[config.mk]
export PLATFORM = sky130hd
export DESIGN_NAME = four_digit_segment_display_sender
export DESIGN_NICKNAME = d
export VERILOG_FILES = /design/src/hw/rtl/fdss_pkg.sv /design/src/hw/rtl/fdss_front.sv /design/src/hw/rtl/fdss_queue.sv /design/src/hw/rtl/fdss_back.sv /design/src/hw/rtl/four_digit_segment_display_sender.sv
export SDC_FILE = /design/constraint.sdc
export NUM_CORES = 1
export LEC_CHECK = 0
export ABC_AREA = 1
export BUFFER_PORTS_ARGS = -buffer_cell sky130_fd_sc_hd__buf_4
export CAP_MARGIN = 20
export CORE_MARGIN = 2
export CORE_UTILIZATION = 35
export DETAILED_ROUTE_END_ITERATION = 8
export PLACE_DENSITY = 0.56
export SYNTH_ARGS = -nofsm -noshare
export SYNTH_HDL_FRONTEND = slang
export SYNTH_SLANG_ARGS = --single-unit
export TNS_END_PERCENT = 1
[constraint.sdc]
create_clock -name clk -period 2.87 [get_ports clk]
set_input_delay 0 -clock clk [delete_from_list [all_inputs] [get_ports clk]]
set_output_delay 0 -clock clk [all_outputs]
set_load 0.02 [all_outputs]
[src/hw/rtl/fdss_pkg.sv]
// Shared types and constants for the four-digit segment display sender.
// No dependencies.
package fdss_pkg;

  typedef enum logic [1:0] {
    SYM_START = 2'd0,
    SYM_BIT   = 2'd1,
    SYM_STOP  = 2'd2
  } sym_kind_t;

  typedef enum logic [1:0] {
    F_IDLE,
    F_CONV,
    F_PUSH
  } front_state_t;

  typedef struct packed {
    logic [7:0] seg3;
    logic [7:0] seg2;
    logic [7:0] seg1;
    logic [7:0] seg0;
    logic [7:0] addr;
  } frame_rec_t;

  localparam int unsigned REC_W = $bits(frame_rec_t);

  localparam logic [1:0] CFG_DATA_CMD = 2'd0;
  localparam logic [1:0] CFG_DISP_CMD = 2'd1;

  localparam logic [15:0] VALUE_MAX = 16'd9999;
  localparam int unsigned BIN_W     = 14;
  localparam logic [3:0]  CONV_LAST = 4'd13;

  localparam logic [5:0] POS_START0     = 6'd0;
  localparam logic [5:0] POS_DATA_FIRST = 6'd1;
  localparam logic [5:0] POS_DATA_LAST  = 6'd8;
  localparam logic [5:0] POS_STOP0      = 6'd9;
  localparam logic [5:0] POS_START1     = 6'd10;
  localparam logic [5:0] POS_PAY_FIRST  = 6'd11;
  localparam logic [5:0] POS_PAY_LAST   = 6'd50;
  localparam logic [5:0] POS_STOP1      = 6'd51;
  localparam logic [5:0] POS_START2     = 6'd52;
  localparam logic [5:0] POS_DISP_FIRST = 6'd53;
  localparam logic [5:0] POS_DISP_LAST  = 6'd60;
  localparam logic [5:0] POS_LAST       = 6'd61;

  function automatic logic [7:0] seg_code(input logic [3:0] digit);
    logic [7:0] code;
    unique case (digit)
      4'd0:    code = 8'h3f;
      4'd1:    code = 8'h06;
      4'd2:    code = 8'h5b;
      4'd3:    code = 8'h4f;
      4'd4:    code = 8'h66;
      4'd5:    code = 8'h6d;
      4'd6:    code = 8'h7d;
      4'd7:    code = 8'h07;
      4'd8:    code = 8'h7f;
      4'd9:    code = 8'h6f;
      default: code = 8'h00;
    endcase
    return code;
  endfunction

endpackage

[src/hw/rtl/fdss_front.sv]
// Front end: accepts items, saturates the value and converts it to four
// BCD digits by shift-and-add-3, one bit per cycle. Depends on fdss_pkg.
module fdss_front
  import fdss_pkg::*;
(
  input  logic       clk,
  input  logic       rst_n,
  input  logic       start,
  input  logic [15:0] in_value,
  input  logic [7:0] in_start_address,
  input  logic       q_full,
  output logic       busy,
  output logic       q_push,
  output frame_rec_t q_rec
);

  front_state_t state_r, state_nxt;
  logic [3:0]       cnt_r;
  logic [BIN_W-1:0] bin_r;
  logic [15:0]      bcd_r;
  logic [7:0]       addr_r;
  logic [15:0]      bcd_adj;
  logic [15:0]      sat_value;
  logic             accept;

  function automatic logic [3:0] add3(input logic [3:0] d);
    return (d >= 4'd5) ? d + 4'd3 : d;
  endfunction

  assign accept    = start && !busy;
  assign sat_value = (in_value > VALUE_MAX) ? VALUE_MAX : in_value;
  assign bcd_adj   = {add3(bcd_r[15:12]), add3(bcd_r[11:8]),
                      add3(bcd_r[7:4]), add3(bcd_r[3:0])};

  always_comb begin
    state_nxt = state_r;
    unique case (state_r)
      F_IDLE: if (accept) state_nxt = F_CONV;
      F_CONV: if (cnt_r == CONV_LAST) state_nxt = F_PUSH;
      F_PUSH: if (!q_full) state_nxt = F_IDLE;
      default: state_nxt = F_IDLE;
    endcase
  end

  always_comb begin
    busy   = (state_r != F_IDLE);
    q_push = (state_r == F_PUSH) && !q_full;
    q_rec.addr = addr_r;
    q_rec.seg0 = seg_code(bcd_r[15:12]);
    q_rec.seg1 = seg_code(bcd_r[11:8]);
    q_rec.seg2 = seg_code(bcd_r[7:4]);
    q_rec.seg3 = seg_code(bcd_r[3:0]);
  end

  always_ff @(posedge clk) begin
    if (!rst_n) begin
      state_r <= F_IDLE;
      cnt_r   <= '0;
    end else begin
      state_r <= state_nxt;
      if (accept) begin
        cnt_r <= '0;
      end else if (state_r == F_CONV) begin
        cnt_r <= cnt_r + 4'd1;
      end
    end
  end

  always_ff @(posedge clk) begin
    if (accept) begin
      bin_r  <= sat_value[BIN_W-1:0];
      bcd_r  <= '0;
      addr_r <= in_start_address;
    end else if (state_r == F_CONV) begin
      bcd_r <= {bcd_adj[14:0], bin_r[BIN_W-1]};
      bin_r <= {bin_r[BIN_W-2:0], 1'b0};
    end
  end

endmodule

[src/hw/rtl/fdss_queue.sv]
// Two-entry queue of frame records between front and back end.
// Depends on fdss_pkg.
module fdss_queue
  import fdss_pkg::*;
(
  input  logic       clk,
  input  logic       rst_n,
  input  logic       push,
  input  frame_rec_t push_rec,
  input  logic       pop,
  output frame_rec_t head_rec,
  output logic       full,
  output logic       empty
);

  frame_rec_t mem_r [2];
  logic       wr_ptr_r;
  logic       rd_ptr_r;
  logic [1:0] count_r;

  assign full     = (count_r == 2'd2);
  assign empty    = (count_r == 2'd0);
  assign head_rec = mem_r[rd_ptr_r];

  always_ff @(posedge clk) begin
    if (!rst_n) begin
      wr_ptr_r <= 1'b0;
      rd_ptr_r <= 1'b0;
      count_r  <= '0;
    end else begin
      if (push) wr_ptr_r <= !wr_ptr_r;
      if (pop)  rd_ptr_r <= !rd_ptr_r;
      unique case ({push, pop})
        2'b10:   count_r <= count_r + 2'd1;
        2'b01:   count_r <= count_r - 2'd1;
        default: count_r <= count_r;
      endcase
    end
  end

  always_ff @(posedge clk) begin
    if (push) mem_r[wr_ptr_r] <= push_rec;
  end

endmodule

[src/hw/rtl/fdss_back.sv]
// Back end: serializes one frame record into 62 line symbols, one per cycle,
// through a registered output stage. Depends on fdss_pkg.
module fdss_back
  import fdss_pkg::*;
(
  input  logic       clk,
  input  logic       rst_n,
  input  logic       q_empty,
  input  frame_rec_t q_rec,
  input  logic [7:0] data_command,
  input  logic [7:0] display_command,
  output logic       q_pop,
  output logic       out_valid,
  output logic [1:0] out_symbol_kind,
  output logic       out_bit_value,
  output logic       out_last
);

  logic             active_r;
  logic [5:0]       cnt_r;
  logic [REC_W-1:0] shift_r;
  logic             valid_r;
  sym_kind_t        kind_r;
  logic             bit_r;
  logic             last_r;
  sym_kind_t        kind_nxt;
  logic             bit_nxt;
  logic [5:0]       data_off;
  logic [5:0]       disp_off;
  logic             in_payload;

  assign q_pop      = (!active_r || cnt_r == POS_LAST) && !q_empty;
  assign data_off   = cnt_r - POS_DATA_FIRST;
  assign disp_off   = cnt_r - POS_DISP_FIRST;
  assign in_payload = (cnt_r >= POS_PAY_FIRST) && (cnt_r <= POS_PAY_LAST);

  always_comb begin
    kind_nxt = SYM_BIT;
    bit_nxt  = 1'b0;
    priority if (cnt_r == POS_START0 || cnt_r == POS_START1 || cnt_r == POS_START2) begin
      kind_nxt = SYM_START;
    end else if (cnt_r == POS_STOP0 || cnt_r == POS_STOP1 || cnt_r == POS_LAST) begin
      kind_nxt = SYM_STOP;
    end else if (cnt_r >= POS_DATA_FIRST && cnt_r <= POS_DATA_LAST) begin
      bit_nxt = data_command[data_off[2:0]];
    end else if (in_payload) begin
      bit_nxt = shift_r[0];
    end else begin
      bit_nxt = display_command[disp_off[2:0]];
    end
  end

  always_ff @(posedge clk) begin
    if (!rst_n) begin
      active_r <= 1'b0;
      cnt_r    <= '0;
      valid_r  <= 1'b0;
    end else begin
      valid_r <= active_r;
      if (q_pop) begin
        active_r <= 1'b1;
        cnt_r    <= '0;
      end else if (active_r) begin
        if (cnt_r == POS_LAST) begin
          active_r <= 1'b0;
        end else begin
          cnt_r <= cnt_r + 6'd1;
        end
      end
    end
  end

  always_ff @(posedge clk) begin
    if (q_pop) begin
      shift_r <= q_rec;
    end else if (active_r && in_payload) begin
      shift_r <= shift_r >> 1;
    end
    kind_r <= kind_nxt;
    bit_r  <= bit_nxt;
    last_r <= (cnt_r == POS_LAST);
  end

  assign out_valid       = valid_r;
  assign out_symbol_kind = kind_r;
  assign out_bit_value   = bit_r;
  assign out_last        = last_r;

endmodule

[src/hw/rtl/four_digit_segment_display_sender.sv]
// Four-digit segment display sender, top level: config registers, front end,
// queue and symbol serializer. Depends on fdss_pkg, fdss_front, fdss_queue, fdss_back.
// After start is taken the value is converted, queued and serialized; 62 symbols then
// follow on consecutive cycles; sustained throughput is set by the serializer.
// busy is high from an accepted start until its record is pushed to the queue.
// Reset clears control state and sets data_command to 0x40, display_command to 0x88.
module four_digit_segment_display_sender
  import fdss_pkg::*;
(
  input  logic        clk,
  input  logic        rst_n,
  input  logic        start,
  output logic        busy,
  input  logic [15:0] in_value,
  input  logic [7:0]  in_start_address,
  input  logic        cfg_wr_en,
  input  logic [1:0]  cfg_index,
  input  logic [7:0]  cfg_wdata,
  output logic        out_valid,
  output logic [1:0]  out_symbol_kind,
  output logic        out_bit_value,
  output logic        out_last
);

  logic [7:0] data_command_r;
  logic [7:0] display_command_r;
  logic       q_push;
  logic       q_pop;
  logic       q_full;
  logic       q_empty;
  frame_rec_t push_rec;
  frame_rec_t head_rec;

  always_ff @(posedge clk) begin
    if (!rst_n) begin
      data_command_r    <= 8'h40;
      display_command_r <= 8'h88;
    end else if (cfg_wr_en) begin
      if (cfg_index == CFG_DATA_CMD) data_command_r <= cfg_wdata;
      if (cfg_index == CFG_DISP_CMD) display_command_r <= cfg_wdata;
    end
  end

  fdss_front u_front (
    .clk              (clk),
    .rst_n            (rst_n),
    .start            (start),
    .in_value         (in_value),
    .in_start_address (in_start_address),
    .q_full           (q_full),
    .busy             (busy),
    .q_push           (q_push),
    .q_rec            (push_rec)
  );

  fdss_queue u_queue (
    .clk      (clk),
    .rst_n    (rst_n),
    .push     (q_push),
    .push_rec (push_rec),
    .pop      (q_pop),
    .head_rec (head_rec),
    .full     (q_full),
    .empty    (q_empty)
  );

  fdss_back u_back (
    .clk             (clk),
    .rst_n           (rst_n),
    .q_empty         (q_empty),
    .q_rec           (head_rec),
    .data_command    (data_command_r),
    .display_command (display_command_r),
    .q_pop           (q_pop),
    .out_valid       (out_valid),
    .out_symbol_kind (out_symbol_kind),
    .out_bit_value   (out_bit_value),
    .out_last        (out_last)
  );

endmodule
After elaboration in Yosys (flattened, before gate mapping) --
Memory sizes are Yosys's and may differ from the RTL's. A register that Yosys moved wholly into a read port is not among the register bits. Index checks and enable logic that the tools add are counted.
Storage, ports and cells: bits of input ports 38, bits in registers 116, memories kept 5, logic and storage cells 128, memory bits (writable) 80, ROM bits 448
Cells by class: bitwise logic cells 2, mux-type cells 36, magnitude comparators 11, reduce and logical (&&, ||, !) cells 32, add/subtract/negate cells 10, equal/unequal tests 15
Memories:
- (name not given) | depth 16, bits a word 7, read ports 1, clocked after Yosys merged registers in 1, write ports 0, RTL line fdss_pkg.sv:49 | unique case (digit)
- (name not given) | depth 16, bits a word 7, read ports 1, clocked after Yosys merged registers in 1, write ports 0, RTL line fdss_pkg.sv:49
- (name not given) | depth 16, bits a word 7, read ports 1, clocked after Yosys merged registers in 1, write ports 0, RTL line fdss_pkg.sv:49
- (name not given) | depth 16, bits a word 7, read ports 1, clocked after Yosys merged registers in 1, write ports 0, RTL line fdss_pkg.sv:49
- u_queue.mem_r | depth 2, bits a word 40, read ports 1, clocked after Yosys merged registers in 1, write ports 1, RTL line fdss_queue.sv:16 | frame_rec_t mem_r [2];
Operators with widths (count):
- $mux W40 | 2
- $mux W4 | 11
- $mux W14 | 3
- $eq A6 B6 Y1 const B | 3
- $ge A4 B3 Y1 const B | 4
- $gt A16 B14 Y1 const B | 1
- $add A4 B2 Y4 const B | 3
- $eq A6 B4 Y1 const B | 2
- $mux W1 | 11
- $lt A3 B4 Y1 const B | 2
- $mux W2 | 4
- $reduce_bool A2 Y1 | 4
- $add A6 B1 Y6 const B | 1
- $bmux W1 S3 | 2
- $eq A2 B1 Y1 const B | 3
- $eq A2 B2 Y1 const B | 3
- $ge A6 B1 Y1 const B | 1
- $ge A6 B4 Y1 const B | 1
- $le A6 B4 Y1 const B | 1
- $le A6 B6 Y1 const B | 1
- $logic_and A1 B1 Y1 | 6
- $logic_not A1 Y1 | 6
- $logic_not A2 Y1 | 3
- $logic_not A6 Y1 | 1
- other kinds (17) | 27

Logic depth before layout (Yosys ltp) --
Gate-level depths: netlist of run 1.
depth in word-level cells 5, gate-level depth with buffers 16, gate-level depth less buffers 16

By module --
Synthesis of run 1 repeated with hierarchy kept, for this count alone.
Unflattened totals: cell total of the unflattened synthesis 1084, area total of the unflattened synthesis 10520.1 µm²
Modules (own cells, without submodules):
- fdss_front | cells an instance 507, sequential area each 1661.6 µm², instances 1, area each 3951.3 µm²
- fdss_queue | cells an instance 159, sequential area each 2502.4 µm², instances 1, area each 3124.2 µm²
- fdss_back | cells an instance 318, sequential area each 1441.4 µm², instances 1, area each 2728.9 µm²
- four_digit_segment_display_sender | cells an instance 100, sequential area each 320.3 µm², instances 1, area each 715.7 µm²

Worst setup path after synthesis of run 1 --
No wires, ideal clock.
kind register to register, start register u_queue.count_r[0], end memory u_queue.mem_r[1][0] (netlist bit), enable pin, stages on the path, launching flop included 5, data arrival time 2333 ps, library setup time 431 ps, buffers on the path 0, required time 2439 ps, period minus slack after synthesis 2763 ps, slack 107 ps, cells stage by stage dfxtp_1 nor2_1 nor3_1 inv_1 nor2_1
On the way: word-level cells in the longest chain between the ends 5
Ends and longest elaborated chain:
- start, declared | RTL line fdss_queue.sv:19 | logic [1:0] count_r;
- start signal, assigned | RTL line fdss_queue.sv:34 | 2'b10: count_r <= count_r + 2'd1;
- start signal, assigned | RTL line fdss_queue.sv:35 | 2'b01: count_r <= count_r - 2'd1;
- start signal, assigned | RTL line fdss_queue.sv:36 | default: count_r <= count_r;
- $eq A2 B2 Y1 | RTL line fdss_queue.sv:21 | assign full = (count_r == 2'd2);
- $logic_not A1 Y1
- $logic_and A1 B1 Y1 | RTL line fdss_front.sv:47 | q_push = (state_r == F_PUSH) && !q_full;
- $mux W1 | RTL line fdss_queue.sv:42 | if (push) mem_r[wr_ptr_r] <= push_rec;
- $mux W1 (implied by the code) | RTL line fdss_queue.sv:42
- end, declared | RTL line fdss_queue.sv:16
No other way between the ends.

Worst setup path in the final report of run 1 --
start input port cfg_index[1], end register data_command_r[6]
On the way: word-level cells in the longest chain between the ends 2
Ends and longest elaborated chain:
- start, declared | RTL line four_digit_segment_display_sender.sv:17 | input logic [1:0] cfg_index,
- $logic_not A2 Y1 | RTL line four_digit_segment_display_sender.sv:39 | if (cfg_index == CFG_DATA_CMD) data_command_r <= cfg_wdata;
- $reduce_and A2 Y1 (no source line)
- end signal, assigned | RTL line four_digit_segment_display_sender.sv:39
- end, declared | RTL line four_digit_segment_display_sender.sv:25 | logic [7:0] data_command_r;
No other way between the ends. A chain may end at the register's enable or synchronous reset.

==> flow_summary.ini, run 1 <==
[status]
outcome = completed

[power]
clkPwrFrac_pct = 38.0
p_leak_nw = 4.881
irDropWorstVdd_v = 0.0004798
intPower_mw = 6.067
p_seq_share_pct = 46.6
pwr-share-comb_pct = 15.4
power_density_nw_per_um2 = 710.1
switching_share_pct = 26.19
p_total_mw = 8.219
p_switching_mw = 2.153

[yosys]
synth_flop_cell = edfxtp_1
synth.area.mux_share_pct = 0
netlist_instances = 997
synth.distinct_cells = 37
ys_ff_latch = 216
synth_edf_count = 133
yosys-top-cells-count = nand2_1, edfxtp_1, inv_1, nor2_1, dfxtp_1
synth_xor_area_share_pct = 0.1817
synth-compound-area-share_pct = 6.645
yosys.area.top_type = edfxtp_1
synth_most_common_cell = nand2_1
syn_area_sq_um = 9640
synth_top_family_by_area = simple AND/OR/NAND/NOR gates
synth.top_cell.area_share_pct = 41.43
async_reset_ff_share_pct = 0
synth_fa_ha_area_share_pct = 5.062
avgSynthCellArea_sq_um = 9.670
yosys.area_share.simple_pct = 22.97
yosysWarnings = 0
synth_nets = 1074
ys_seq_area_share_pct = 58.66
synth_area_leaders = edfxtp_1, dfxtp_1, nand2_1

[route]
drtAntennaViolNets = 0
vias_per_cell = 4.566
drc_errors = 0
vias = 6621
dr.first_iter.drc_count = 422
dr.pass1.iters = 5
avgRoutedWirePerCell_microns = 12.39
wl_microns = 17960

[finish]
drive_gt1_share_pct = 12.98
layout.cells.non_filler = 1450
area_delta_synth_final_pct = 20.07
fin_nets = 1168
diodes = 0
nFillCells = 2547

[worst_setup_path]
critPathKind = primary input to flop
critPathLaunch = cfg_index[1]
crit_required_ns = 3.32
crit_fanout = 9
r2r_start = u_front.bcd_r[8]
rr_worst_depth = 15
cp_data_arrival_time_ns = 2.80
crit_path_start_kind = primary input
cp-end-kind = flop

[min_path]
hp-class = primary input to flop
min-delay-start = start
worstHoldPathCells = 3

[floorplanning]
die_h_microns = 170.0
die_w_microns = 170.0
ioPinCount = 44
start_util_pct = 35.67
core_sq_um = 27030
dieArea_sq_um = 28890
row_count = 60

[cts]
cts.clk_slew.worst_paths_ns = 0.06
cts_root_buf = clkbuf_16
post_cts_buffers = 0
cts.path.max_buffers = 3
cts_buffers = 25
numClockSinks = 216
cts_resized = 0
insertion_delay_ns = 0.51
hold_buffers = 44
cts_tree = yes
htree_levels = 1

[global_route]
grt_usage_pct = 13.08
grt_pass1_vias = 6478
antenna_found_initial = 0
grt_pass1_wl_microns = 31130
grt_overflow = 0
grt_max_degree = 68

[sta]
drv_slew = 0
slew_headroom_pct = 52.15
period_minus_slack_ns = 2.350
timing.final.hold_violations = 0
finalCritPeriodShare_pct = 81.90
clock.fmax_mhz = 425.5
finalSetupViolCount = 0
tns_ns = 0
rsz0062_at_grt = false
clock-skew-final_ns = 0.008557
tightest_slew_ns = 0.7151

[placed_design]
place_inst = 1361
dp_hpwl_microns = 11090
io_buffers = 43
routabilityCongestion = 0.7749

[run]
maxCapViolCount = 0
layout make-up:
cell class / count / area (sq um) / area share [%]
Clock buffer: 31 / 700.7 / 6.053
Multi-Input combinational cell: 640 / 3376 / 29.16
Tap cell: 341 / 426.7 / 3.686
Inverter: 112 / 425.4 / 3.675
Sequential cell: 216 / 5655 / 48.86
Timing Repair Buffer: 96 / 868.3 / 7.502
Clock inverter: 14 / 122.6 / 1.059
metal layers:
layer  part of all wire, %  GRT usage (%)
met5                     0              0
met4                   1.7          3.419
met3                   3.4          2.023
met2                    44          21.47
met1                    51          18.10
power by group through the flow:
stage               Clock (mW)  Combinational (mW)  Sequential [mW]
floorplan                    0               0.938             3.87
global placement             0                1.22             3.89
detailed placement           0                1.24             3.89
CTS                       3.21                1.29             3.83
global route              3.35                1.48             3.86
finish                    3.12                1.27             3.83
path summary, 6_finish.rpt:
check	endpoint	slack, ns
max	data_command_r[6]	0.52
min reg2reg	u_queue.mem_r[0][14]	0.42
max reg2reg	u_front.q_rec[20]	0.79
min	u_front.state_r[0]	0.02
state kept, by name (all words and copies together) (netlist names), 2 cells and up, named ones only:
| name | flops |
|---|---|
| u_queue.count_r | 2 |
| u_front.cnt_r | 4 |
| u_back.shift_r | 39 |
| u_front.state_r | 2 |
| u_queue.mem_r | 72 |
| u_front.q_rec | 28 |
| display_command_r | 8 |
| u_front.addr_r | 8 |
| u_back.out_symbol_kind | 2 |
| u_back.cnt_r | 6 |
| u_front.bin_r | 14 |
| u_front.bcd_r | 16 |
| data_command_r | 8 |
layout by cell type, fill, tap and decap left out, types with 28 or more instances in the layout:
cell type	count
nand2_1	288
edfxtp_1	133
inv_1	95
nor2_1	85
dfxtp_1	83
nand3_1	69
buf_4	49
dlygate4sd3_1	44
ha_1	39
a31oi_1	36
o21ai_0	28
through the flow:
| step | worst slack [ns] | hold WS (ns) | area [sq um] | util (%) |
|---|---|---|---|---|
| final | 0.5196 | 0.01809 | 11570 | 42.83 |
| after global routing | 0.3895 | 0.07884 | 11570 | 42.83 |
| after CTS | 0.6029 | 0.005081 | 11570 | 42.83 |
| after detailed placement | 0.7531 | 0.1794 | 10310 | 38.15 |
| after global placement | 0.7887 | 0.1788 | 10310 | 38.15 |
| after floorplan | 0.1069 | 0.09887 | 9641 | - |
worst max-delay path, stage by stage:
cell and delay (ns):
dlygate4sd3_1 0.55, buf_4 0.14, nor3_1 0.14, dlygate4sd3_1 0.56, buf_4 0.15, nand2_1 0.06
dlygate4sd3_1 0.55, nand3_1 0.08, dlygate4sd3_1 0.55
cells by family after synthesis:
family | Yosys count
AOI/OAI and AO/OA | 102
DFF | 216
xor gates and xnor gates | 2
buffers and inverters | 141
and+or+nand+nor | 497
adders and majority gates | 39
No activity file was read; power rests on OpenSTA's default activity.
==> inputs of run 2 (changes only) <==
ABC_AREA = 0   (was 1)
clock period = 1.9 ns   (was 2.87 ns; I/O delays follow)
==> run 2 against run 1 <==
The flow now finishes with violations (setup timing); hold slack improved by 0.026 ns; die area is 1.8% lower; via count down 9.0%; combinational power up 35%; total power increased by 44%; count of clock-buffer cells in the layout up 3; area after synthesis decreased by 1.8%; critical path type is now flop to flop.
==> flow_summary.ini, run 2 <==
[sta]
tightest_slew_ns = 0.5360
finalCritPeriodShare_pct = 102.4
finalSetupViolCount = 6
slew_headroom_pct = 64.23
period_minus_slack_ns = 1.945
tns_ns = -0.1678
clock-skew-final_ns = 0.01404
timing.final.hold_violations = 0
worst_slack_ns = -0.04480
drv_slew = 0
rsz0062_at_grt = true
clock.fmax_mhz = 514.2

[run]
maxCapViolCount = 0

[route]
dr.pass1.iters = 6
wl_microns = 17990
dr.first_iter.drc_count = 268
drtAntennaViolNets = 0
vias = 6024
vias_per_cell = 4.695
avgRoutedWirePerCell_microns = 14.02
drc_errors = 0

[floorplanning]
row_count = 60
ioPinCount = 44
die_w_microns = 168.5
start_util_pct = 35.43
die_h_microns = 168.5
core_sq_um = 26730
dieArea_sq_um = 28380

[finish]
area_delta_synth_final_pct = 33.45
nFillCells = 2372
fin_nets = 1001
final_common_cell = buf_4
diodes = 0
drive_gt1_share_pct = 33.33
regMostFlops = u_queue.mem_r
fin_util_pct = 47.28
layout_common_cells = buf_4, edfxtp_1, nor2_1, dfxtp_1, mux2i_1
largest_reg_flops = 72

[global_route]
grt_pass1_wl_microns = 29760
grt_pass1_vias = 5893
grt_overflow = 0
grt_usage_pct = 12.79
antenna_found_initial = 0
grt_max_degree = 75

[yosys]
ys_seq_area_share_pct = 59.73
synth_flop_cell = edfxtp_1
synth_edf_count = 133
syn_area_sq_um = 9468
synth_most_common_cell = edfxtp_1
ys_ff_latch = 216
async_reset_ff_share_pct = 0
synth_area_leaders = edfxtp_1, dfxtp_1, mux2i_1
avgSynthCellArea_sq_um = 12.99
yosys-top-cells-count = edfxtp_1, dfxtp_1, nor2_1, mux2i_1, a21oi_1
synth_nets = 806
yosysWarnings = 0
synth.top_cell.area_share_pct = 42.18
yosys.area.top_type = edfxtp_1
synth.distinct_cells = 64
netlist_instances = 729

[status]
violations = setup timing
outcome = finished with violations

[worst_setup_path]
worstPathCellList = inv_1, ha_2, nand2b_4, a21o_1, a221oi_4, ha_2, nor2_1, o211ai_2, o31ai_1
crit_path_start_kind = flop
cp_data_arrival_time_ns = 2.32
cp-end-kind = flop
crit_required_ns = 2.28
cpPeakStageDelay_ns = 0.38
slowest_stage = a221oi_4
cpMostUsedCell = ha_2
crit_fanout = 5
critPathKind = flop to flop

[placed_design]
io_buffers = 43
dp_hpwl_microns = 11660
routabilityCongestion = 0.8237

[power]
irDropWorstVdd_v = 0.0005308
p_leak_nw = 4.747
p_seq_share_pct = 46.7
p_total_mw = 11.80
switching_share_pct = 23.94
intPower_mw = 8.972
p_switching_mw = 2.824
pwr-share-comb_pct = 14.6
clkPwrFrac_pct = 38.6
power_density_nw_per_um2 = 933.6

[cts]
htree_levels = 1
cts_root_buf = clkbuf_16
cts_buffers = 24
numClockSinks = 216
cts.clk_slew.worst_paths_ns = 0.06
insertion_delay_ns = 0.50
cts.path.max_buffers = 3
cts_tree = yes

[min_path]
hp-class = primary input to flop
run 2: changes by cell type after synthesis, sizes merged, moves of 18 or more:
cell / previous run / this run
nor2b: 0 / 18
a21oi: 28 / 50
a31oi: 36 / 0
inv: 111 / 41
mux2i: 0 / 57
nand3: 79 / 11
nand2: 296 / 17
run 2: kinds of logic after synthesis:
kind of cell             count (synthesis)  synth area share [%]
AO/OA/AOI/OAI                          156                 14.33
XOR/XNOR                                12                 1.110
adder cells (fa/ha/maj)                 39                 5.154
buffers and inverters                   72                 3.462
flip-flops                             216                 59.73
multiplexers                            62                 7.097
AND/OR/NAND/NOR                        172                 9.119
run 2: per-stage QoR:
stage               setup WS [ns]  cells  instance area, sq um  hold WS, ns
finish                   -0.04480   1283                 12630      0.04424
global placement          -0.2132   1186                 10950       0.1884
floorplan                 -0.2303    729                  9514      0.09887
detailed placement        -0.2075   1186                 10950       0.1804
global route              -0.1496   1283                 12630      0.06089
CTS                      -0.06016   1275                 12420      0.01919
run 2: metal layers:
metal	GRT usage, %	vias up	share of wire (%)
met5	0	-	0
met4	3.673	0	1.9
met3	1.917	25	3.2
met2	20.52	80	45
met1	18.07	2832	50
li1	-	3087	-
run 2: power by group through the flow:
stage	combinational [mW]	sequential [mW]	clock, mW
after floorplan	1.02	5.55	0
after global placement	1.51	5.59	0
after detailed placement	1.52	5.60	0
after CTS	1.70	5.51	4.70
after global routing	1.91	5.55	4.88
final	1.72	5.51	4.56
run 2: cell type report:
type | instances | area, sq um | area share (%)
multi-input combinational | 442 | 3850 | 30.47
sequential | 216 | 5674 | 44.91
clock inverter | 10 | 86.33 | 0.6833
timing repair buffer | 199 | 1730 | 13.70
clock buffer | 34 | 710.7 | 5.625
inverter | 41 | 156.4 | 1.238
tap | 341 | 426.7 | 3.377
run 2: worst max-delay path, delay by kind of cell (launching register included):
| kind | cells | cell delay (ns) |
|---|---|---|
| buf+inv | 1 | 0.08 |
| compound gates | 4 | 0.86 |
| flops | 1 | 0.33 |
| simple gates | 2 | 0.12 |
| fa+ha+maj | 2 | 0.44 |
run 2: path summary, 6_finish.rpt:
| check | start | endpoint | slack [ns] | depth (start not counted) |
|---|---|---|---|---|
| worst max-delay path | u_front.bcd_r[4] | u_front.q_rec[24] | -0.04 | 9 |
| worst min register to register | u_front.q_rec[20] | u_queue.mem_r[1][20] | 0.43 | 0 |
| worst max register to register | u_front.bcd_r[4] | u_front.q_rec[24] | -0.04 | 9 |
| worst min-delay path | cfg_index[1] | data_command_r[1] | 0.04 | 5 |
run 2: repair_timing:
action	in CTS	in global routing
buffers inserted	7	8
pin swaps	25	25
setup endpoints to repair	69	109
endpoints found under the hold margin	51	0
hold buffers	37	0
resized for setup	43	42
gates cloned	1	0
